`src/hdl/cfdm_pkg.sv`:
```
// shared types, constants and helpers of the capture frequency / duty meter
// no dependencies
`timescale 1ns / 1ps
`default_nettype none

package cfdm_pkg;

   localparam int NUM_CHANNELS = 5;
   localparam int COUNTER_BITS = 16;

   localparam int CH_W   = 3;
   localparam int CAP_W  = 16;
   localparam int TICK_W = 27;
   localparam int MODE_W = 5;
   localparam int DUTY_W = 16;

   localparam int CNT_W  = COUNTER_BITS;
   localparam int IVL_W  = CNT_W + 1;
   localparam int NUM_W  = (TICK_W > IVL_W + DUTY_W) ? TICK_W : IVL_W + DUTY_W;
   localparam int DEN_W  = IVL_W + 1;
   localparam int STEP_W = $clog2(NUM_W + 1);
   localparam int CH_IDX_W = (NUM_CHANNELS > 1) ? $clog2(NUM_CHANNELS) : 1;

   localparam logic [CH_W:0] NUM_CH_LIMIT = (CH_W + 1)'(NUM_CHANNELS);

   localparam logic [TICK_W-1:0] TICK_RESET = TICK_W'(1000000);
   localparam logic [MODE_W-1:0] MODE_RESET = MODE_W'(24);

   localparam int QUEUE_DEPTH = 2;
   localparam int QPTR_W = (QUEUE_DEPTH > 1) ? $clog2(QUEUE_DEPTH) : 1;
   localparam int QCNT_W = $clog2(QUEUE_DEPTH + 1);

   typedef enum logic {
      CSR_TICK_RATE = 1'b0,
      CSR_DUTY_MASK = 1'b1
   } csr_index_type;

   typedef logic [1:0] phase_type;
   localparam phase_type PH_WAIT  = 2'd0;
   localparam phase_type PH_FIRST = 2'd1;
   localparam phase_type PH_HIGH  = 2'd2;

   typedef enum logic [1:0] {
      BK_IDLE,
      BK_DIVIDE,
      BK_DELIVER
   } back_state_type;

   // one classified event on its way to the back end
   typedef struct packed {
      logic [CH_W-1:0]  channel;
      logic             done;
      logic             is_duty;
      logic             next_falling;
      logic [NUM_W-1:0] dividend;
      logic [DEN_W-1:0] divisor;
   } cmd_type;

   // interval modulo the counter size, zero meaning a full wrap
   function automatic logic [IVL_W-1:0] interval_f(input logic [CNT_W-1:0] a,
                                                    input logic [CNT_W-1:0] b);
      logic [CNT_W-1:0] d;
      d = b - a;
      return (d == '0) ? {1'b1, {CNT_W{1'b0}}} : {1'b0, d};
   endfunction

endpackage

`default_nettype wire

```
`src/hdl/cfdm_queue.sv`:
```
// two-entry command queue between front and back end
// depends on cfdm_pkg
`timescale 1ns / 1ps
`default_nettype none

module cfdm_queue (
   input  wire              clock,
   input  wire              reset,
   input  wire              push,
   input  wire cfdm_pkg::cmd_type push_data,
   output logic             full,
   input  wire              pop,
   output cfdm_pkg::cmd_type head,
   output logic             empty
);
   import cfdm_pkg::*;

   cmd_type            slot_ff [QUEUE_DEPTH];
   logic [QPTR_W-1:0]  wr_ptr_ff, wr_ptr_in;
   logic [QPTR_W-1:0]  rd_ptr_ff, rd_ptr_in;
   logic [QCNT_W-1:0]  count_ff, count_in;

   assign full  = (count_ff == QCNT_W'(QUEUE_DEPTH));
   assign empty = (count_ff == '0);
   assign head  = slot_ff[rd_ptr_ff];

   always_comb begin
      wr_ptr_in = wr_ptr_ff;
      rd_ptr_in = rd_ptr_ff;
      count_in  = count_ff;
      if (push) begin
         wr_ptr_in = (wr_ptr_ff == QPTR_W'(QUEUE_DEPTH - 1)) ? '0 : wr_ptr_ff + 1'b1;
      end
      if (pop) begin
         rd_ptr_in = (rd_ptr_ff == QPTR_W'(QUEUE_DEPTH - 1)) ? '0 : rd_ptr_ff + 1'b1;
      end
      if (push && !pop) begin
         count_in = count_ff + 1'b1;
      end else if (pop && !push) begin
         count_in = count_ff - 1'b1;
      end
   end

   always_ff @(posedge clock) begin
      if (reset) begin
         wr_ptr_ff <= '0;
         rd_ptr_ff <= '0;
         count_ff  <= '0;
      end else begin
         wr_ptr_ff <= wr_ptr_in;
         rd_ptr_ff <= rd_ptr_in;
         count_ff  <= count_in;
      end
   end

   always_ff @(posedge clock) begin
      if (push) begin
         slot_ff[wr_ptr_ff] <= push_data;
      end
   end

endmodule

`default_nettype wire

```
`src/hdl/cfdm_front.sv`:
```
// front end: config registers, per-channel capture state, event classification
// depends on cfdm_pkg; feeds cfdm_queue
`timescale 1ns / 1ps
`default_nettype none

module cfdm_front (
   input  wire                         clock,
   input  wire                         reset,
   input  wire                         req_valid,
   output logic                        req_ready,
   input  wire  [cfdm_pkg::CH_W-1:0]   req_channel_index,
   input  wire  [cfdm_pkg::CAP_W-1:0]  req_capture_value,
   input  wire                         csr_write_en,
   input  wire                         csr_index,
   input  wire  [cfdm_pkg::TICK_W-1:0] csr_wdata,
   input  wire                         q_full,
   output logic                        q_push,
   output cfdm_pkg::cmd_type           q_data
);
   import cfdm_pkg::*;

   logic [TICK_W-1:0] tick_ff;
   logic [MODE_W-1:0] mode_ff;

   phase_type         phase_ff  [NUM_CHANNELS];
   logic [CNT_W-1:0]  first_ff  [NUM_CHANNELS];
   logic [CNT_W-1:0]  second_ff [NUM_CHANNELS];
   logic [IVL_W-1:0]  high_ff   [NUM_CHANNELS];

   logic [CH_IDX_W-1:0] idx;
   logic [CNT_W-1:0]    cap;
   logic                ch_ok, dm, accept;
   phase_type           ph;
   logic [IVL_W-1:0]    ivl_first, ivl_second;

   phase_type           phase_in;
   logic [CNT_W-1:0]    first_in, second_in;
   logic [IVL_W-1:0]    high_in;
   logic                first_we, second_we, high_we;

   assign req_ready = !q_full;
   assign accept    = req_valid && req_ready;
   assign q_push    = accept;

   assign ch_ok = ({1'b0, req_channel_index} < NUM_CH_LIMIT);
   assign idx   = CH_IDX_W'(req_channel_index);
   assign cap   = CNT_W'(req_capture_value);
   assign dm    = ch_ok && mode_ff[req_channel_index];
   assign ph    = phase_ff[idx];

   assign ivl_first  = interval_f(first_ff[idx], cap);
   assign ivl_second = interval_f(second_ff[idx], cap);

   always_comb begin
      phase_in  = PH_WAIT;
      first_in  = cap;
      second_in = cap;
      high_in   = ivl_first;
      first_we  = 1'b0;
      second_we = 1'b0;
      high_we   = 1'b0;
      q_data    = '0;
      q_data.channel = req_channel_index;
      q_data.is_duty = dm;
      if (ch_ok) begin
         if (!dm) begin
            if (ph == PH_FIRST) begin
               second_we        = 1'b1;
               q_data.done      = 1'b1;
               q_data.dividend  = NUM_W'(tick_ff);
               q_data.divisor   = DEN_W'(ivl_first);
               phase_in         = PH_WAIT;
            end else begin
               first_we = 1'b1;
               phase_in = PH_FIRST;
            end
         end else begin
            if (ph == PH_FIRST) begin
               second_we = 1'b1;
               high_we   = 1'b1;
               phase_in  = PH_HIGH;
            end else if (ph == PH_HIGH) begin
               first_we         = 1'b1;
               q_data.done      = 1'b1;
               q_data.dividend  = NUM_W'({high_ff[idx], {DUTY_W{1'b0}}});
               q_data.divisor   = DEN_W'(high_ff[idx]) + DEN_W'(ivl_second);
               phase_in         = PH_WAIT;
            end else begin
               first_we            = 1'b1;
               q_data.next_falling = 1'b1;
               phase_in            = PH_FIRST;
            end
         end
      end
   end

   always_ff @(posedge clock) begin
      if (reset) begin
         tick_ff <= TICK_RESET;
         mode_ff <= MODE_RESET;
      end else if (csr_write_en) begin
         unique case (csr_index_type'(csr_index))
            CSR_TICK_RATE: tick_ff <= csr_wdata;
            CSR_DUTY_MASK: mode_ff <= csr_wdata[MODE_W-1:0];
         endcase
      end
   end

   always_ff @(posedge clock) begin
      if (reset) begin
         for (int i = 0; i < NUM_CHANNELS; i++) begin
            phase_ff[i]  <= PH_WAIT;
            first_ff[i]  <= '0;
            second_ff[i] <= '0;
            high_ff[i]   <= '0;
         end
      end else if (accept && ch_ok) begin
         phase_ff[idx] <= phase_in;
         if (first_we) begin
            first_ff[idx] <= first_in;
         end
         if (second_we) begin
            second_ff[idx] <= second_in;
         end
         if (high_we) begin
            high_ff[idx] <= high_in;
         end
      end
   end

endmodule

`default_nettype wire

```
`src/hdl/cfdm_back.sv`:
```
// back end: shared restoring divider and result register
// depends on cfdm_pkg; drains cfdm_queue
`timescale 1ns / 1ps
`default_nettype none

module cfdm_back (
   input  wire                         clock,
   input  wire                         reset,
   input  wire cfdm_pkg::cmd_type      q_head,
   input  wire                         q_empty,
   output logic                        q_pop,
   output logic                        rsp_valid,
   input  wire                         rsp_ready,
   output logic [cfdm_pkg::CH_W-1:0]   rsp_result_channel,
   output logic                        rsp_measurement_done,
   output logic                        rsp_is_duty,
   output logic [cfdm_pkg::TICK_W-1:0] rsp_frequency_hz,
   output logic [cfdm_pkg::DUTY_W-1:0] rsp_duty_fraction,
   output logic                        rsp_next_edge_falling
);
   import cfdm_pkg::*;

   back_state_type state_ff, state_in;

   logic               rsp_valid_ff, rsp_valid_in;
   logic [CH_W-1:0]    chan_ff;
   logic               done_ff, duty_ff, nfall_ff;
   logic [TICK_W-1:0]  freq_ff;
   logic [DUTY_W-1:0]  frac_ff;

   logic [CH_W-1:0]    meta_chan_ff;
   logic               meta_duty_ff;
   logic [NUM_W-1:0]   quo_ff, quo_in;
   logic [DEN_W-1:0]   rem_ff, rem_in;
   logic [DEN_W-1:0]   den_ff;
   logic [STEP_W-1:0]  step_ff, step_in;

   logic [DEN_W:0]     trial;
   logic               fits;
   logic               rsp_free, start_div, do_step, write_rsp, from_div;

   assign rsp_free = !rsp_valid_ff || rsp_ready;

   always_comb begin
      state_in = state_ff;
      unique case (state_ff)
         BK_IDLE: begin
            if (!q_empty && q_head.done) begin
               state_in = BK_DIVIDE;
            end
         end
         BK_DIVIDE: begin
            if (step_ff == STEP_W'(1)) begin
               state_in = BK_DELIVER;
            end
         end
         BK_DELIVER: begin
            if (rsp_free) begin
               state_in = BK_IDLE;
            end
         end
         default: state_in = BK_IDLE;
      endcase
   end

   always_comb begin
      q_pop     = 1'b0;
      start_div = 1'b0;
      do_step   = 1'b0;
      write_rsp = 1'b0;
      from_div  = 1'b0;
      unique case (state_ff)
         BK_IDLE: begin
            if (!q_empty) begin
               if (q_head.done) begin
                  q_pop     = 1'b1;
                  start_div = 1'b1;
               end else if (rsp_free) begin
                  q_pop     = 1'b1;
                  write_rsp = 1'b1;
               end
            end
         end
         BK_DIVIDE: do_step = 1'b1;
         BK_DELIVER: begin
            write_rsp = rsp_free;
            from_div  = 1'b1;
         end
         default: ;
      endcase
   end

   // one quotient bit per cycle
   assign trial = {rem_ff, quo_ff[NUM_W-1]};
   assign fits  = (trial >= {1'b0, den_ff});

   always_comb begin
      quo_in  = quo_ff;
      rem_in  = rem_ff;
      step_in = step_ff;
      if (start_div) begin
         quo_in  = q_head.dividend;
         rem_in  = '0;
         step_in = STEP_W'(NUM_W);
      end else if (do_step) begin
         quo_in  = {quo_ff[NUM_W-2:0], fits};
         rem_in  = fits ? DEN_W'(trial - {1'b0, den_ff}) : DEN_W'(trial);
         step_in = step_ff - 1'b1;
      end
   end

   always_comb begin
      rsp_valid_in = rsp_valid_ff;
      if (write_rsp) begin
         rsp_valid_in = 1'b1;
      end else if (rsp_ready) begin
         rsp_valid_in = 1'b0;
      end
   end

   always_ff @(posedge clock) begin
      if (reset) begin
         state_ff     <= BK_IDLE;
         rsp_valid_ff <= 1'b0;
      end else begin
         state_ff     <= state_in;
         rsp_valid_ff <= rsp_valid_in;
      end
   end

   always_ff @(posedge clock) begin
      quo_ff  <= quo_in;
      rem_ff  <= rem_in;
      step_ff <= step_in;
      if (start_div) begin
         den_ff       <= q_head.divisor;
         meta_chan_ff <= q_head.channel;
         meta_duty_ff <= q_head.is_duty;
      end
   end

   always_ff @(posedge clock) begin
      if (write_rsp) begin
         if (from_div) begin
            chan_ff  <= meta_chan_ff;
            done_ff  <= 1'b1;
            duty_ff  <= meta_duty_ff;
            nfall_ff <= 1'b0;
            freq_ff  <= meta_duty_ff ? '0 : quo_ff[TICK_W-1:0];
            frac_ff  <= meta_duty_ff ? quo_ff[DUTY_W-1:0] : '0;
         end else begin
            chan_ff  <= q_head.channel;
            done_ff  <= 1'b0;
            duty_ff  <= q_head.is_duty;
            nfall_ff <= q_head.next_falling;
            freq_ff  <= '0;
            frac_ff  <= '0;
         end
      end
   end

   assign rsp_valid             = rsp_valid_ff;
   assign rsp_result_channel    = chan_ff;
   assign rsp_measurement_done  = done_ff;
   assign rsp_is_duty           = duty_ff;
   assign rsp_frequency_hz      = freq_ff;
   assign rsp_duty_fraction     = frac_ff;
   assign rsp_next_edge_falling = nfall_ff;

endmodule

`default_nettype wire

```
`src/hdl/capture_frequency_duty_meter_top.sv`:
```
// top level of the capture frequency / duty meter: front end, queue, back end
// depends on cfdm_pkg, cfdm_front, cfdm_queue, cfdm_back
//
//  port group  direction  beat contents
//  req_        in         channel index, 16-bit captured counter value
//  rsp_        out        channel, done, mode, frequency, duty fraction, next polarity
//  csr_        in         write enable, register index, write data
//
//  an event that completes no measurement passes the queue and then the rsp register
//  a completed measurement goes through 33 divider steps, one per quotient bit
//  the front end keeps taking beats until the two-entry queue is full
//  synchronous reset clears config to defaults, all channel state to zero
//  a stalled rsp beat holds; the divider result waits in the back end
`timescale 1ns / 1ps
`default_nettype none

module capture_frequency_duty_meter_top (
   input  wire                         clock,
   input  wire                         reset,
   input  wire                         req_valid,
   output logic                        req_ready,
   input  wire  [cfdm_pkg::CH_W-1:0]   req_channel_index,
   input  wire  [cfdm_pkg::CAP_W-1:0]  req_capture_value,
   output logic                        rsp_valid,
   input  wire                         rsp_ready,
   output logic [cfdm_pkg::CH_W-1:0]   rsp_result_channel,
   output logic                        rsp_measurement_done,
   output logic                        rsp_is_duty,
   output logic [cfdm_pkg::TICK_W-1:0] rsp_frequency_hz,
   output logic [cfdm_pkg::DUTY_W-1:0] rsp_duty_fraction,
   output logic                        rsp_next_edge_falling,
   input  wire                         csr_write_en,
   input  wire                         csr_index,
   input  wire  [cfdm_pkg::TICK_W-1:0] csr_wdata
);
   import cfdm_pkg::*;

   cmd_type push_data, head;
   logic    push, pop, full, empty;

   cfdm_front u_front (
      .clock             (clock),
      .reset             (reset),
      .req_valid         (req_valid),
      .req_ready         (req_ready),
      .req_channel_index (req_channel_index),
      .req_capture_value (req_capture_value),
      .csr_write_en      (csr_write_en),
      .csr_index         (csr_index),
      .csr_wdata         (csr_wdata),
      .q_full            (full),
      .q_push            (push),
      .q_data            (push_data)
   );

   cfdm_queue u_queue (
      .clock     (clock),
      .reset     (reset),
      .push      (push),
      .push_data (push_data),
      .full      (full),
      .pop       (pop),
      .head      (head),
      .empty     (empty)
   );

   cfdm_back u_back (
      .clock                 (clock),
      .reset                 (reset),
      .q_head                (head),
      .q_empty               (empty),
      .q_pop                 (pop),
      .rsp_valid             (rsp_valid),
      .rsp_ready             (rsp_ready),
      .rsp_result_channel    (rsp_result_channel),
      .rsp_measurement_done  (rsp_measurement_done),
      .rsp_is_duty           (rsp_is_duty),
      .rsp_frequency_hz      (rsp_frequency_hz),
      .rsp_duty_fraction     (rsp_duty_fraction),
      .rsp_next_edge_falling (rsp_next_edge_falling)
   );

endmodule

`default_nettype wire

```
`config.mk`:
```
export PLATFORM = sky130hd
export DESIGN_NAME = capture_frequency_duty_meter_top
export DESIGN_NICKNAME = d
export VERILOG_FILES = /design/src/hdl/cfdm_pkg.sv /design/src/hdl/cfdm_queue.sv /design/src/hdl/cfdm_front.sv /design/src/hdl/cfdm_back.sv /design/src/hdl/capture_frequency_duty_meter_top.sv
export SDC_FILE = /design/constraint.sdc
export NUM_CORES = 1
export LEC_CHECK = 0
export ABC_AREA = 1
export ABC_CLOCK_PERIOD_IN_PS = 5200
export BUFFER_PORTS_ARGS = -buffer_cell sky130_fd_sc_hd__buf_2
export CORE_ASPECT_RATIO = 1.4
export CORE_UTILIZATION = 32
export DETAILED_ROUTE_END_ITERATION = 16
export PLACE_DENSITY = 0.56
export SLEW_MARGIN = 20
export SYNTH_ARGS = -nofsm -noshare
export SYNTH_HDL_FRONTEND = slang
export SYNTH_SLANG_ARGS = --single-unit
```
`constraint.sdc`:
```
create_clock -name clock -period 5.2 [get_ports clock]
set_input_delay 1.56 -clock clock [delete_from_list [all_inputs] [get_ports clock]]
set_output_delay 1.56 -clock clock [all_outputs]
set_load 0.01 [all_outputs]
```
* Word level (Yosys, flattened, before mapping)
Memories as Yosys holds them, arrays and structs flattened. A register that Yosys moved wholly into a read port is not among the register bits.
Index checks and enable logic that the tools add are counted.
** Storage, ports and cells
- Register bits :: 167
- Bits in latches :: 0
- RAM bits :: 369
- Memory bits (read-only) :: 0
- Input port bits :: 52
- Logic and storage cells :: 162
- Memories :: 5
** Memories
- u_queue.slot_ff :: depth 2, width 57, read ports 1, clocked after Yosys merged registers in 1, write ports 1, line cfdm_queue.sv:18 : cmd_type slot_ff [QUEUE_DEPTH];
- u_front.high_ff :: depth 5, width 17, read ports 1, clocked after Yosys merged registers in 0, write ports 5, line cfdm_front.sv:28 : logic [IVL_W-1:0] high_ff [NUM_CHANNELS];
- u_front.first_ff :: depth 5, width 16, read ports 1, clocked after Yosys merged registers in 0, write ports 5, line cfdm_front.sv:26 : logic [CNT_W-1:0] first_ff [NUM_CHANNELS];
- u_front.second_ff :: depth 5, width 16, read ports 1, clocked after Yosys merged registers in 0, write ports 5, line cfdm_front.sv:27 : logic [CNT_W-1:0] second_ff [NUM_CHANNELS];
- u_front.phase_ff :: depth 5, width 2, read ports 1, clocked after Yosys merged registers in 0, write ports 5, line cfdm_front.sv:25 : phase_type phase_ff [NUM_CHANNELS];
** Cells by class
- Add/sub/neg operators :: 9
- Multiply operators :: 0
- Div/mod/pow operators :: 0
- Order comparisons :: 3
- Equality and inequality tests :: 9
- Shift-type cells :: 0
- Multiplexer cells :: 87
- Bitwise logic cells :: 2
- Reduce and logical (&&, ||, !) cells :: 28
** Operator list (number)
- $mux W52 :: 2
- $mux W51 :: 2
- $mux W33 :: 2
- $mux W1 :: 57
- $mux W17 :: 3
- $mux W45 :: 1
- $logic_not A16 Y1 :: 2
- $mux W16 :: 2
- $reduce_or A16 Y1 :: 2
- $sub A16 B16 Y16 :: 2
- $ge A19 B18 Y1 :: 1
- $add A17 B17 Y18 :: 1
- $mux W18 :: 1
- $mux W2 :: 9
- $sub A18 B18 Y18 :: 1
- $reduce_or A17 Y1 :: 1
- $mux W3 :: 5
- $eq A2 B2 Y1 const B :: 3
- $eq A6 B1 Y1 const B :: 1
- $logic_and A1 B1 Y1 :: 6
- $ne A2 B1 Y1 const B :: 3
- $pmux W2 S3 :: 1
- $reduce_and A2 Y1 :: 3
- $reduce_bool A2 Y1 :: 3
- other kinds (15) :: 24

* Longest topological paths before layout
- Depth in word-level cells :: 11
- Mapped depth :: 33

* Modules after synthesis
From an unflattened synthesis, not the netlist that was laid out.
** Unflattened totals
- Cells, all modules :: 2933
- Area total of the unflattened synthesis :: 31490.2 um^2
** By module, submodules not included
- cfdm_front :: instances 1, cells an instance 2053, area each 20753.7 um^2
- cfdm_back :: instances 1, cells an instance 670, area each 6277.3 um^2
- cfdm_queue :: instances 1, cells an instance 210, area each 4459.3 um^2

* Least setup slack after synthesis
OpenSTA, ideal clock, no wires.
- Path type :: input port to flip-flop
- Start point :: in req_channel_index[1] (netlist bit)
- End point :: mem u_queue.slot_ff[0][17] (netlist bit) (data pin)
- Arrival :: 5127 ps
- Data required time :: 4948 ps
- Setup slack :: -179 ps
- Cell stages on the path :: 30
- Cell sequence :: nor2_2 > nand2_2 > inv_2 > clkbuf_1 > buf_1 > nand2_1 > nand4_1 > ha_1 > inv_1 > fa_1 > nand2_1 > o211ai_1 > or2_2 > nand2_1 > inv_1 > ha_1 > nand2_1 > inv_1 > a21oi_1 > nand2_1 > nand2_1 > nand2_1 > nand2_1 > nand2_1 > nand2_1 > nand2_1 > nand2_1 > nand2_1 > nand2_1 > inv_1
** RTL lines
- start, declared :: line capture_frequency_duty_meter_top.sv:22 : input wire [cfdm_pkg::CH_W-1:0] req_channel_index,
- end, declared :: line cfdm_queue.sv:18

==> results.json <==
{
  "clock-sinks": 690,
  "critical_path.top_delay_family": "simple AND/OR/NAND/NOR gates",
  "grt.total_usage_pct": 18.1,
  "chipWidth_microns": 264,
  "post_route_cells_drive_above_1_share_pct": 17.3,
  "cts.root.buffer_cell": "sky130_fd_sc_hd__clkbuf_16",
  "cp.buffers_inverters": 8,
  "synth_xor_area_share_pct": 0.626,
  "crit_path_max_incr_delay_ps": 360,
  "timing.clock.skew_ps": 45.1,
  "synth-compound-area-share_pct": 8.61,
  "tritoncts": "done",
  "worst_ir_drop_vdd_uv": 303,
  "floorplan.die.height_microns": 369,
  "post-route-min-period_ps": 4980,
  "synth_top_area_share_pct": 61.0,
  "most-common-layout-cells": "sky130_fd_sc_hd__edfxtp_1, sky130_fd_sc_hd__nand2_1, sky130_fd_sc_hd__nor2_1",
  "synthMuxAreaShare_pct": 0,
  "post-route-period-util_pct": 95.8,
  "postPlaceCellArea_sq_um": 35600,
  "postLayoutCoreUtil_pct": 39.9,
  "final_nets": 3585,
  "ys.warnings.count": 0,
  "detail_route.wl_per_cell_microns": 18.6,
  "dr_vias_cell": 4.72,
  "top_usage_layer": "met2",
  "routabilityCongestion": 0.910,
  "grt.met3_usage_pct": 2.52,
  "antenna_left": 0,
  "antenna_found_initial": 3,
  "critical_path.slowest_cell": "sky130_fd_sc_hd__ha_1",
  "synth_adder_area_share_pct": 3.14,
  "starting_utilization_of_the_core_area_pct": 32.3,
  "drc_errors": 0,
  "detailedRoute.firstIterationViolations": 1681,
  "port-buffer-count": 102,
  "met2_track_demand_over_resource_in_global_routing_pct": 33.6,
  "cp.required_ps": 5500,
  "grt_start_max_net_pins": 59,
  "netlist-cell-type-count": 51,
  "synth.ff_latch_count": 690,
  "power_per_cell_area_nw_per_um2": 448,
  "post_synth.cell_area_avg_sq_um": 10.6,
  "ctsHtreeMaxLevel": 3,
  "max_freq_mhz": 201,
  "post_synthesis_simple_gate_area_fraction_pct": 17.2,
  "via_count": 22400,
  "seq_area_frac_synth_pct": 65.2,
  "synth_area_leaders": "sky130_fd_sc_hd__edfxtp_1, sky130_fd_sc_hd__nand2_1, sky130_fd_sc_hd__nor2_1, sky130_fd_sc_hd__dfxtp_1, sky130_fd_sc_hd__inv_1",
  "postSynth.asyncResetShare_pct": 0,
  "grt.overflow.total": 0,
  "worst_setup_path_end_kind": "flop",
  "clock_latency_ps": 640,
  "post_cts_hold_buffer_count": 0,
  "netlist_area_pre_place_sq_um": 30800,
  "cp_max_fo": 7,
  "run_status": "finished, final reports clean",
  "place.detailed.hpwl_mm": 63.7,
  "area.growth.synth_to_final_pct": 23.7,
  "grt_pass1_wl_mm": 133,
  "actual_transition_at_the_worst_max_transition_pin_ps": 937,
  "worst_setup_path_start_kind": "primary input",
  "post_synth_edffs": 626,
  "placementRows": 134,
  "grt_pass1_vias": 22400,
  "worst-endpoint-arrival_ps": 5280,
  "total_leakage_power_nw": 16.0,
  "worst_slew_margin_rel_pct": 37.5,
  "post-route-cell-area_sq_um": 38100,
  "main_combinational_cell_family_by_area_after_synthesis": "simple AND/OR/NAND/NOR gates",
  "criticalPathCategory": "primary input to flop",
  "ys_dominant_reg_cell": "sky130_fd_sc_hd__edfxtp_1",
  "m1_gr_usage_pct": 20.1,
  "fp.dieArea_sq_um": 97500,
  "num-fill-cells": 9227,
  "drtPass1Iterations": 5,
  "setup_viol_count_final": 0,
  "timing_max_transition_violations_final": 0,
  "core_area_sq_um": 95400,
  "worstHoldPathType": "flop to flop",
  "most_common_cell_type_on_the_critical_path": "sky130_fd_sc_hd__inv_1",
  "clock_buffer_count_from_cts": 70,
  "yosysTopAreaCell": "sky130_fd_sc_hd__edfxtp_1",
  "routed_wirelength_mm": 88.1,
  "io_pins": 103,
  "commonest_non_fill_non_tap_cell_in_the_layout": "sky130_fd_sc_hd__edfxtp_1",
  "max_cap_violations": 0,
  "clk_transition_reported_paths_ps": 60,
  "clockBufferDepth": 3,
  "synthesis.instances": 2918,
  "final_hold_viol_count": 0
}
## per-stage QoR
stage | hold slack, ps | setup TNS (ps) | total power [W] | std cells | worst slack (ps)
after floorplan | 426 | 0 | 0.0102 | 3070 | 1.54
after global placement | 438 | -10530 | 0.0120 | 4606 | -489
after detailed placement | 433 | -11990 | 0.0120 | 4606 | -521
after CTS | 452 | 0 | 0.0172 | 4735 | 120
after global routing | 466 | -2.67 | 0.0180 | 4739 | -2.67
final | 454 | 0 | 0.0171 | 4740 | 220
## worst reg2reg max path, delay by kind of cell, from the launching register on
family	cells	cell delay, ps
AND/OR/NAND/NOR	14	1490
buffers and inverters	4	450
flip-flops	1	370
adder cells (fa/ha/maj)	2	610
AO/OA/AOI/OAI	4	640
## power by group
| part | leakage [nW] | internal [W] | switching (W) | total (W) |
|---|---|---|---|---|
| Sequential | 6.79 | 0.00710 | 0.000313 | 0.00742 |
| Combinational | 8.03 | 0.00162 | 0.00290 | 0.00452 |
| Clock | 1.14 | 0.00293 | 0.00220 | 0.00513 |
## flip-flops by register name, indices dropped and copies added, names as in the netlist, 16 cells and up, named ones only
register,cells
u_front.first_ff,128
u_front.phase_ff,16
u_back.quo_ff,33
u_back.rem_ff,18
u_back.rsp_duty_fraction,16
u_back.den_ff,18
u_front.tick_ff,27
u_front.second_ff,128
u_back.rsp_frequency_hz,27
u_front.high_ff,136
u_queue.slot_ff,114
## cells in the mapped netlist (44+ instances only)
| master | instances |
|---|---|
| sky130_fd_sc_hd__nand4_1 | 45 |
| sky130_fd_sc_hd__nand2_1 | 578 |
| sky130_fd_sc_hd__a21oi_1 | 106 |
| sky130_fd_sc_hd__edfxtp_1 | 626 |
| sky130_fd_sc_hd__o21ai_0 | 75 |
| sky130_fd_sc_hd__clkbuf_1 | 68 |
| sky130_fd_sc_hd__dfxtp_1 | 64 |
| sky130_fd_sc_hd__inv_1 | 282 |
| sky130_fd_sc_hd__nor2_1 | 520 |
| sky130_fd_sc_hd__nand3_1 | 88 |
| sky130_fd_sc_hd__ha_1 | 71 |
| sky130_fd_sc_hd__o22ai_1 | 44 |
## logic make-up (layout without fill, tap and decap cells)
logic type      after synthesis  count (layout)
compound gates              417             417
xor+xnor                     22              22
fa+ha+maj                    75              75
buf+inv                     418             863
flops                       690             690
other cells                   1             154
simple gates               1295            1295
## timing repair
item,in CTS,in global routing
endpoints found under the setup margin,0,22
buffers inserted,0,4
resized for setup,0,41
## cell type report
| class | count | area [sq um] | area share [%] |
|---|---|---|---|
| diodes | 1 | 2.50 | 0.00657 |
| clock buffers | 84 | 1860 | 4.87 |
| clock inverters | 45 | 474 | 1.25 |
| inverters | 318 | 1210 | 3.17 |
| multi-input cells | 1962 | 9870 | 25.9 |
| flip-flops and latches | 690 | 20100 | 52.7 |
| well taps | 1224 | 1530 | 4.02 |
| repair buffers | 416 | 3070 | 8.05 |
## path summary, 6_finish.rpt
check                                              from                endpoint  slack [ps]  cells past startpoint
worst max-delay path               req_channel_index[1]  u_queue.slot_ff[0][16]         220                     27
worst min-delay path                 u_front.tick_ff[1]      u_front.tick_ff[1]         450                      2
worst max register to register  u_front.second_ff[1][5]  u_queue.slot_ff[0][16]        1310                     24
worst min register to register       u_front.tick_ff[1]      u_front.tick_ff[1]         450                      2
## metal layers
| metal | wire length [microns] | share of wire (%) |
|---|---|---|
| met5 | 26 | 0.030 |
| met4 | 3940 | 4.5 |
| met3 | 4090 | 4.6 |
| met2 | 46400 | 53 |
| met1 | 33600 | 38 |
No activity file was read; power rests on OpenSTA's default activity.
